**config.mk**
```make
export PLATFORM = sky130hd
export DESIGN_NAME = dhot_ram
export DESIGN_NICKNAME = d
export VERILOG_FILES = /design/src/hdl/double_hash_open_address_table_unit_macros.svh /design/src/hdl/dhot_ram.sv
export SDC_FILE = /design/constraint.sdc
export NUM_CORES = 1
export LEC_CHECK = 0
export BUFFER_PORTS_ARGS = -buffer_cell sky130_fd_sc_hd__buf_2
export CORE_MARGIN = 2
export CORE_UTILIZATION = 45
export DETAILED_ROUTE_END_ITERATION = 8
export SYNTH_ARGS = -nofsm -noshare
export SYNTH_HDL_FRONTEND = slang
export SYNTH_SLANG_ARGS = --single-unit
```
**constraint.sdc**
```tcl
create_clock -name clk -period 4.3 [get_ports clk]
set_clock_uncertainty 0.1 [all_clocks]
set_input_delay 0.215 -clock clk [delete_from_list [all_inputs] [get_ports clk]]
set_output_delay 0.215 -clock clk [all_outputs]
set_load 0.1 [all_outputs]
```
**src/hdl/double_hash_open_address_table_unit_macros.svh**
```systemverilog
// Assertion helpers for the table unit RTL
`ifndef DOUBLE_HASH_OPEN_ADDRESS_TABLE_UNIT_MACROS_SVH
`define DOUBLE_HASH_OPEN_ADDRESS_TABLE_UNIT_MACROS_SVH

// same-cycle implication, disabled during reset
`define DH_ASSERT_IMP(lbl, ck, rn, a, c) \
  lbl: assert property (@(posedge ck) disable iff (!rn) (a) |-> (c)) \
    else $error("assertion failed");

// next-cycle implication, disabled during reset
`define DH_ASSERT_NXT(lbl, ck, rn, a, c) \
  lbl: assert property (@(posedge ck) disable iff (!rn) (a) |=> (c)) \
    else $error("assertion failed");

`endif

```
**src/hdl/dhot_ram.sv**
```systemverilog
module dhot_ram #(
  parameter int W = 8,
  parameter int D = 16
) (
  input  logic                 clk,
  input  logic                 we,
  input  logic [$clog2(D)-1:0] waddr,
  input  logic [W-1:0]         wdata,
  input  logic [$clog2(D)-1:0] raddr,
  output logic [W-1:0]         rdata
);

  logic [W-1:0] mem [D];
  logic [W-1:0] rdata_r;

  // write and registered read
  always_ff @(posedge clk) begin
    if (we) begin
      mem[waddr] <= wdata;
    end
    rdata_r <= mem[raddr];
  end

  assign rdata = rdata_r;

endmodule

```
==> results.md <==
Critical path:
- The family with the most delay on the worst path is buffers and inverters.
- Data on the critical path arrives at its endpoint at 2.09 ns.
- The start-to-end type of the worst setup path is input pin to flip-flop.
- In this run the worst path has a maximum fanout of 32.
- The required time of the critical path is 4.49 ns.
- Walking the worst path, the cells encountered are buf_2, mux4_1, a22oi_1, nand2_1.
- The sum of buffers and inverters on the critical path is 1.
- The type of element launching the critical path is an input pin.
- For this run, the slowest stage of the critical path takes 0.78 ns.
- The slowest stage cell on the critical path is buf_2.
- The critical path endpoint category is a flip-flop.

STA:
- The aggregate negative setup slack is 0 ns.
- The number of slew-limit violations in the final report is 0.
- Setup violations remaining at the end of the flow were counted as 0.
- Dividing the final minimum period by the clock period gives 0.443.
- The peak clock frequency supported by timing is 525 MHz.
- The count of final hold-check violations is 0.
- Counting I/O delays and the setup requirement, the final critical path takes 1.91 ns.
- For the pin with the worst max-slew slack, the measured transition is 1.05 ns.
- Setup repair after global routing left no endpoint under its margin.
- The relative slew slack is 0.301.

Hold path:
- The type of the tightest min-delay check is input pin to flip-flop.

Global route:
- The number of global-route vias before repair came to 2418.
- In the global route stage, met3 resource usage came out at 0.0426.
- For this run, global-route usage on met1 was measured as 0.242.
- In this run the most used layer during global routing was met2.
- The total overflow left after global routing is 0.
- The wire length of the first global-routing pass is 14800 um.
- In the global route stage, met2 resource usage came out at 0.252.
- The all-layer global routing usage is 0.171.
- The maximum number of pins on one net before global-route repair is 33.
- The initial antenna violation count is 0.

Drt:
- Using the TritonRoute via totals, the vias-per-cell ratio works out to 5.64.
- The number of optimization iterations in the first detailed-route pass is 4.
- The sum of routed wire length over all layers is 9810 um.
- Summing over every cut layer, the via total after detailed routing is 2381.
- The detailed router finished its first iteration with 178 violations.
- In the routed design, unresolved DRC markers number 0.
- The routed length per placed instance is 23.2 um.
- The remaining number of nets flagged by the antenna check after routing is 0.

Power and ir drop:
- The worst IR drop on VDD is 0.231 mV.
- The static leakage is 1.97 nW.
- The completed layout was analyzed and its total power is 2.98 mW.
- For this design the ratio of total power to cell area is 504 nW/um^2.

Clock tree:
- The number of clock sinks seen by CTS is 136.
- The root buffer cell is clkbuf_16.
- The number of cells upsized or downsized after cts is 0.
- The clock tree from TritonCTS is built.
- In this run the number of H-tree levels came out at 4.
- The clock latency on the worst-skew pair is 0.41 ns.
- In this run, CTS created clock tree buffers numbering 17.
- Buffers added to address setup during post-CTS repair amount to 0.
- After clock tree synthesis, the flow added hold-fix buffers numbering 0.
- The clock-pin transition on the worst setup and hold timing paths is 0.06 ns.
- The clock passes through at most 2 buffers.

Floorplanning:
- In this run the count of I/O pins placed on the die edge is 26.
- The area of the die is 12300 sq um.
- The starting density of the core is 0.457.
- The core outline area is 11300 sq um.
- The total number of placement rows is 39.
- The die is 111 um tall.
- The horizontal die dimension is 111 um.

Layout:
- The share of cells above drive strength 1 is 0.247.
- The number of inserted diodes is 0.
- The library cell used most frequently in the layout, excluding fill and tap cells, is edfxtp_1.
- In the final layout, the multi-input gates occupy 1060 sq um.
- The sequential standard cell area is 4000 sq um.
- The final non-filler cell total is 422.
- The total of fill cells in the finished design is 876.
- Compared with the post-synthesis result, the final layout area differs by 15.0%.
- Leaving out fill and tap cells, the most frequent cells in the layout are edfxtp_1, buf_2, mux4_2, clkbuf_16, a22oi_1.
- The total number of nets in the final design is 284.

Placement:
- After detailed placement, the design holds a cell count of 390.
- The HPWL after detailed placement is 6030 um.
- Port buffering added 25 buffers.
- Routability-driven placement finished with a final weighted congestion of 0.723.

Synthesis:
- The portion of the post-synthesis area used by sequential elements is 0.778.
- The net count of the mapped netlist is 247.
- The cell area that synthesis handed to floorplanning was 5150 sq um.
- The flip-flop and latch count after synthesis is 136.
- The post-synthesis cell count is 229.
- After synthesis, the netlist uses 19 different library cells.
- Dividing the synthesized area by the synthesized cell count gives 22.5 sq um.
- The total number of yosys warnings is 0.

Outcome:
- The flow ran to the end, and the final reports show no timing, DRC or antenna violations.

Flow run:
- The number of max-cap violations is 0.
==> state kept, by name, indices dropped and copies added (netlist names) <==
signal and cells:
rdata 8, mem 128
==> area by class of cell <==
type	instances	share of cell area
sequential	136	0.676
multi-input combinational	83	0.179
timing repair buffer	28	0.0249
tap	143	0.0302
clock inverter	5	0.00782
clock buffer	27	0.0816
==> power by group <==
part | total [mW] | leakage, nW | switching, mW | internal [mW]
Combinational | 0.192 | 0.487 | 0.139 | 0.0532
Sequential | 1.49 | 1.22 | 0.00977 | 1.48
Clock | 1.30 | 0.256 | 0.481 | 0.818
Total | 2.98 | 1.97 | 0.630 | 2.36
==> routing by layer <==
layer  routed length (um)  up-vias
met4                  216        0
met3                  462       19
li1                     -     1050
met2                 4700       89
met1                 4430     1223
met5                    0        -
==> cell usage after synthesis (all sizes together) <==
master,number,area share
edfxtp,128,0.75
mux4,32,0.15
a22oi,16,0.023
nor2,13,0.0095
nand2,9,0.0066
dfxtp,8,0.031
buf,7,0.011
nor3,4,0.0039
clkdlybuf4s25,3,0.0058
nand2b,2,0.0024
nand3b,2,0.0029
and2,1,0.0012
and2b,1,0.0015
nand3,1,0.00097
nor2b,1,0.0012
or3b,1,0.0017
==> kinds of logic (layout without fill, tap and decap cells) <==
group,Yosys count,count (layout),synth area share
muxes,32,32,0.150
DFF,136,136,0.778
AOI/OAI and AO/OA,16,16,0.0233
and+or+nand+nor,35,35,0.0318
buffers and inverters,10,60,0.0168
==> worst paths after layout <==
path / from / end / slack, ns / cells after the start
max: raddr[0] / rdata[5]$_DFF_P_ / 2.39 / 4
min: wdata[4] / mem[3][4]$_DFFE_PP_ / 0.09 / 1
max reg2reg: mem[1][5]$_DFFE_PP_ / rdata[5]$_DFF_P_ / 2.80 / 3
min reg2reg: mem[7][1]$_DFFE_PP_ / rdata[1]$_DFF_P_ / 0.57 / 3
==> through the flow <==
step | cell area [sq um] | hold WS (ns) | worst slack, ns | utilization
floorplan | 5150 | 0.214 | 2.49 | -
global placement | 5390 | 0.504 | 1.91 | 0.478
detailed placement | 5390 | 0.510 | 1.91 | 0.478
CTS | 5920 | 0.0791 | 2.32 | 0.525
global route | 5920 | 0.0941 | 2.22 | 0.525
finish | 5920 | 0.0901 | 2.39 | 0.525
No activity file was read; power rests on OpenSTA's default activity.
