<file path="config.mk">
export PLATFORM = sky130hd
export DESIGN_NAME = dhot_div
export DESIGN_NICKNAME = d
export VERILOG_FILES = /design/src/hdl/double_hash_open_address_table_unit_macros.svh /design/src/hdl/dhot_div.sv
export SDC_FILE = /design/constraint.sdc
export NUM_CORES = 1
export LEC_CHECK = 0
export BUFFER_PORTS_ARGS = -buffer_cell sky130_fd_sc_hd__buf_2
export CAP_MARGIN = 20
export CORE_MARGIN = 4
export CORE_UTILIZATION = 55
export CTS_CLUSTER_SIZE = 16
export DETAILED_ROUTE_END_ITERATION = 6
export HOLD_SLACK_MARGIN = 0.1
export PLACE_DENSITY = 0.88
export RECOVER_POWER = 100
export SYNTH_ARGS = -nofsm -noshare
export SYNTH_HDL_FRONTEND = slang
export SYNTH_SLANG_ARGS = --single-unit
</file>
<file path="constraint.sdc">
create_clock -name clk -period 2.83 [get_ports clk]
set_input_delay 0.849 -clock clk [delete_from_list [all_inputs] [get_ports clk]]
set_output_delay 0.849 -clock clk [all_outputs]
set_load 0.03 [all_outputs]
</file>
<file path="src/hdl/double_hash_open_address_table_unit_macros.svh">
// Assertion helpers for the table unit RTL
`ifndef DOUBLE_HASH_OPEN_ADDRESS_TABLE_UNIT_MACROS_SVH
`define DOUBLE_HASH_OPEN_ADDRESS_TABLE_UNIT_MACROS_SVH

// same-cycle implication, disabled during reset
`define DH_ASSERT_IMP(lbl, ck, rn, a, c) \
  lbl: assert property (@(posedge ck) disable iff (!rn) (a) |-> (c)) \
    else $error("assertion failed");

// next-cycle implication, disabled during reset
`define DH_ASSERT_NXT(lbl, ck, rn, a, c) \
  lbl: assert property (@(posedge ck) disable iff (!rn) (a) |=> (c)) \
    else $error("assertion failed");

`endif

</file>
<file path="src/hdl/dhot_div.sv">
module dhot_div #(
  parameter int DW = 11
) (
  input  logic          clk,
  input  logic          rst_n,
  input  logic          start,
  input  logic [31:0]   dividend,
  input  logic [DW-1:0] divisor,
  output logic          done,
  output logic [DW-1:0] remainder
);

  logic [31:0]   dvd_r;
  logic [DW-1:0] dsr_r;
  logic [DW-1:0] rem_r;
  logic [4:0]    cnt_r;
  logic          busy_r;
  logic          done_r;
  logic [DW:0]   trial;
  logic [DW:0]   diff;

  // one restoring step per cycle
  assign trial = {rem_r, dvd_r[31]};
  assign diff  = trial - {1'b0, dsr_r};

  always_ff @(posedge clk) begin
    if (!rst_n) begin
      busy_r <= 1'b0;
      done_r <= 1'b0;
      cnt_r  <= '0;
    end else begin
      // flag the cycle after the last step
      done_r <= !start && busy_r && (cnt_r == 5'd0);
      if (start) begin
        busy_r <= 1'b1;
        cnt_r  <= 5'd31;
        dvd_r  <= dividend;
        dsr_r  <= divisor;
        rem_r  <= '0;
      end else if (busy_r) begin
        dvd_r <= {dvd_r[30:0], 1'b0};
        rem_r <= (trial >= {1'b0, dsr_r}) ? diff[DW-1:0] : trial[DW-1:0];
        cnt_r <= cnt_r - 5'd1;
        if (cnt_r == 5'd0) begin
          busy_r <= 1'b0;
        end
      end
    end
  end

  assign done      = done_r;
  assign remainder = rem_r;

endmodule

</file>
==> metrics <==
run status=complete, but fails checks; Synth Area per Inst=13.4 sq um; Vias per Instance=5.25; violated checks=max-capacitance violations, max-slew violations; startpoint of the lowest-slack register-to-register path=dvd_r[31]; final clock skew=0.00414 ns; Mapped Area=3030 sq um; end of the worst hold path=dvd_r[11]; Critical Setup Path Class=reg2reg; Crit path top cell by count=sky130_fd_sc_hd__a21oi_1; number of antenna violations at the first check in global routing=0; remaining global-route overflow=0; unrepaired setup endpoints after global routing=false; TritonCTS clock tree=built; end of the worst register-to-register path=remainder[6]; count of cells along the worst register-to-register path=10; number of placed I/O pins=58; count of standard-cell rows=26; antenna diode count=0; DRC violations left=0; most repeated cell in the gate-level netlist after synthesis=sky130_fd_sc_hd__edfxtp_1; cell breakdown of the critical path=inv_1 > ha_1 > fa_1 > nand2b_1 > a21oi_1 > o21a_1 > o31ai_1 > buf_4 > or3b_1 > a21oi_1; fraction of synthesized cell area taken by the top area cell type=53.5%; DIE AREA=6760 sq um; post-synthesis sequential area ratio=58.2%; critical path peak fanout=9; pin count of the biggest net entering global routing=35; Final GP Congestion=0.829; final WL=5.52 mm; normalized max-slew margin=-6.38%; measured slew at the worst slew-check pin=1.60 ns; max cap viols=1; number of gates resized after CTS=0; layout-stage area growth over the synthesis result=17.3%; die boundary height=82.2 microns; Final Hold Violating Endpoints=0; Clock Sink Count=61; non-filler cells, final=366; syn nets=286; min cycle time layout=2.65 ns; HPWL after DPL=3.90 mm; core region area=5240 sq um; cell with the biggest individual delay on the critical path=sky130_fd_sc_hd__fa_1; largest area contributor in the synthesized netlist=sky130_fd_sc_hd__edfxtp_1; effective utilization at floorplan=57.8%; final number of max-transition violations=33; Horiz. Die Dim=82.2 microns; ys flop type=sky130_fd_sc_hd__edfxtp_1; instance count of the mapped netlist=226; total clock buffers created by CTS=9; commonest cells in the netlist=sky130_fd_sc_hd__edfxtp_1 (54), sky130_fd_sc_hd__mux2_2 (31), sky130_fd_sc_hd__inv_1 (15), sky130_fd_sc_hd__nor2_1 (15), sky130_fd_sc_hd__ha_1 (13); PD cells=656 nW/um^2; Reg2Reg Setup Slack=0.18 ns; Post-CTS Hold Fix Bufs=0; All-Layer GR Usage=18.1%; clock latency at the later pin of the worst-skew pair=0.34 ns; maximum clock path buffer count=2; static leakage power=1.41 nW; number of failing setup endpoints in the final timing report=0; number of warnings printed during yosys synthesis=0; Detailed Routing Iterations Pass 1=4; required time of the critical path=3.01 ns; fin nets=351; share of flip-flops with an asynchronous set or reset=0%; class of the tightest hold or removal check=reg2reg; Cell variety after synth=40; quantity of I/O buffers inserted on ports=57; H-Tree Depth=3; first-pass GRT wire length=8.91 mm; count of flip-flops with a built-in enable after synthesis=54; type of element launching the critical path=flip-flop; buffer cell driving the clock tree root=sky130_fd_sc_hd__clkbuf_8; number of cells on the worst hold path=1; number of buffers inserted by post-CTS setup repair=0; kind of end point of the critical path=flip-flop; launch point of the worst hold path=dvd_r[10]; maximum operating frequency=378 MHz; routed vias=1920; average wire per cell in the routed design=15.1 microns; # placed instances=350; register clock-pin slew on the reported worst setup and hold paths=0.07 ns; via count of the first global-routing pass=1939; main area contributors after synthesis=sky130_fd_sc_hd__edfxtp_1 (54%), sky130_fd_sc_hd__mux2_2 (12%), sky130_fd_sc_hd__ha_1 (5.4%), sky130_fd_sc_hd__dfxtp_1 (4.6%), sky130_fd_sc_hd__o21a_1 (2.7%); flip-flop and latch count after synthesis=61; highest cell delay on the worst timing path=0.41 ns; Post-DRT Antenna Nets=0; final worst-path cycle share=93.5%; data arrival time of the critical path=2.83 ns; share of layout cells above drive strength 1=31.1%; sum of negative setup slack=0 ns; largest voltage drop on the vdd net=0.417 mV; initial DRC count=154
==> area by class of cell <==
cell class / instances / area [sq um]
clock inverters: 4 / 46.3
multi-input cells: 142 / 1150
clock buffers: 12 / 155
fillers: 395 / 1690
flip-flops and latches: 61 / 1760
repair buffers: 62 / 293
well taps: 70 / 87.6
inverters: 15 / 56.3
==> through the flow <==
| step | total power [mW] | hold slack [ns] | area, sq um | utilization, % | setup WS [ns] |
|---|---|---|---|---|---|
| 2_1_floorplan | 1.47 | 0.525 | 3030 | - | 0.224 |
| 3_3_place_gp | 1.58 | 0.529 | 3420 | 65.2 | 0.365 |
| 3_5_place_dp | 1.60 | 0.537 | 3420 | 65.2 | 0.267 |
| 4_1_cts | 2.38 | 0.553 | 3620 | 69.1 | 0.199 |
| 5_1_grt | 2.46 | 0.573 | 3550 | 67.8 | 0.0389 |
| 6_report | 2.33 | 0.550 | 3550 | 67.8 | 0.183 |
==> report_power, final <==
part           switching, mW  internal, mW  leakage (nW)
clock network          0.318         0.450         0.100
registers             0.0341          1.07         0.574
logic                  0.256         0.202         0.735
==> worst max-delay path, delay by kind of cell, from the launching register on <==
kind / cells / cell delay (ns)
simple gates: 2 / 0.55
flops: 1 / 0.33
compound gates: 4 / 0.72
buf+inv: 2 / 0.26
fa+ha+maj: 2 / 0.64
==> worst max path at each step <==
stage / endpoint / from / slack, ns / cells past startpoint
2_1_floorplan: dvd_r[0] / start / 0.22 / 2
3_3_place_gp: remainder[6] / dvd_r[31] / 0.36 / 10
3_5_place_dp: remainder[6] / dvd_r[31] / 0.27 / 10
4_1_cts: remainder[6] / dvd_r[31] / 0.20 / 10
5_1_grt: remainder[6] / dvd_r[31] / 0.04 / 10
6_report: remainder[6] / dvd_r[31] / 0.18 / 10
==> placed cells by master, fill, tap and decap left out, types with 8 or more instances in the layout <==
| master | count |
|---|---|
| sky130_fd_sc_hd__edfxtp_1 | 54 |
| sky130_fd_sc_hd__mux2_2 | 30 |
| sky130_fd_sc_hd__a21oi_1 | 8 |
| sky130_fd_sc_hd__ha_1 | 13 |
| sky130_fd_sc_hd__buf_2 | 43 |
| sky130_fd_sc_hd__clkbuf_1 | 17 |
| sky130_fd_sc_hd__inv_1 | 15 |
| sky130_fd_sc_hd__clkbuf_8 | 11 |
| sky130_fd_sc_hd__o21a_1 | 11 |
| sky130_fd_sc_hd__nor2_1 | 15 |
==> cells by family (layout without fill, tap and decap cells) <==
| logic type | Yosys count | count (layout) | share of synthesized area (%) |
|---|---|---|---|
| flops | 61 | 61 | 58.2 |
| simple gates | 45 | 45 | 7.77 |
| compound gates | 39 | 39 | 9.50 |
| mux | 35 | 35 | 12.8 |
| buf+inv | 23 | 93 | 3.10 |
| fa+ha+maj | 14 | 14 | 6.03 |
| xor+xnor | 9 | 9 | 2.60 |
==> flip-flops by register name, summed over array words and instances, names as in the netlist <==
signal / cells
cnt_r: 5
done: 1
busy_r: 1
remainder: 11
dsr_r: 11
dvd_r: 32
==> per-layer routing <==
metal	GRT usage, %	part of all wire (%)
met4	11.0	2.9
met1	22.4	44
met3	4.56	5.5
met2	28.4	48
met5	0	0
(Power assumes the default switching activity.)
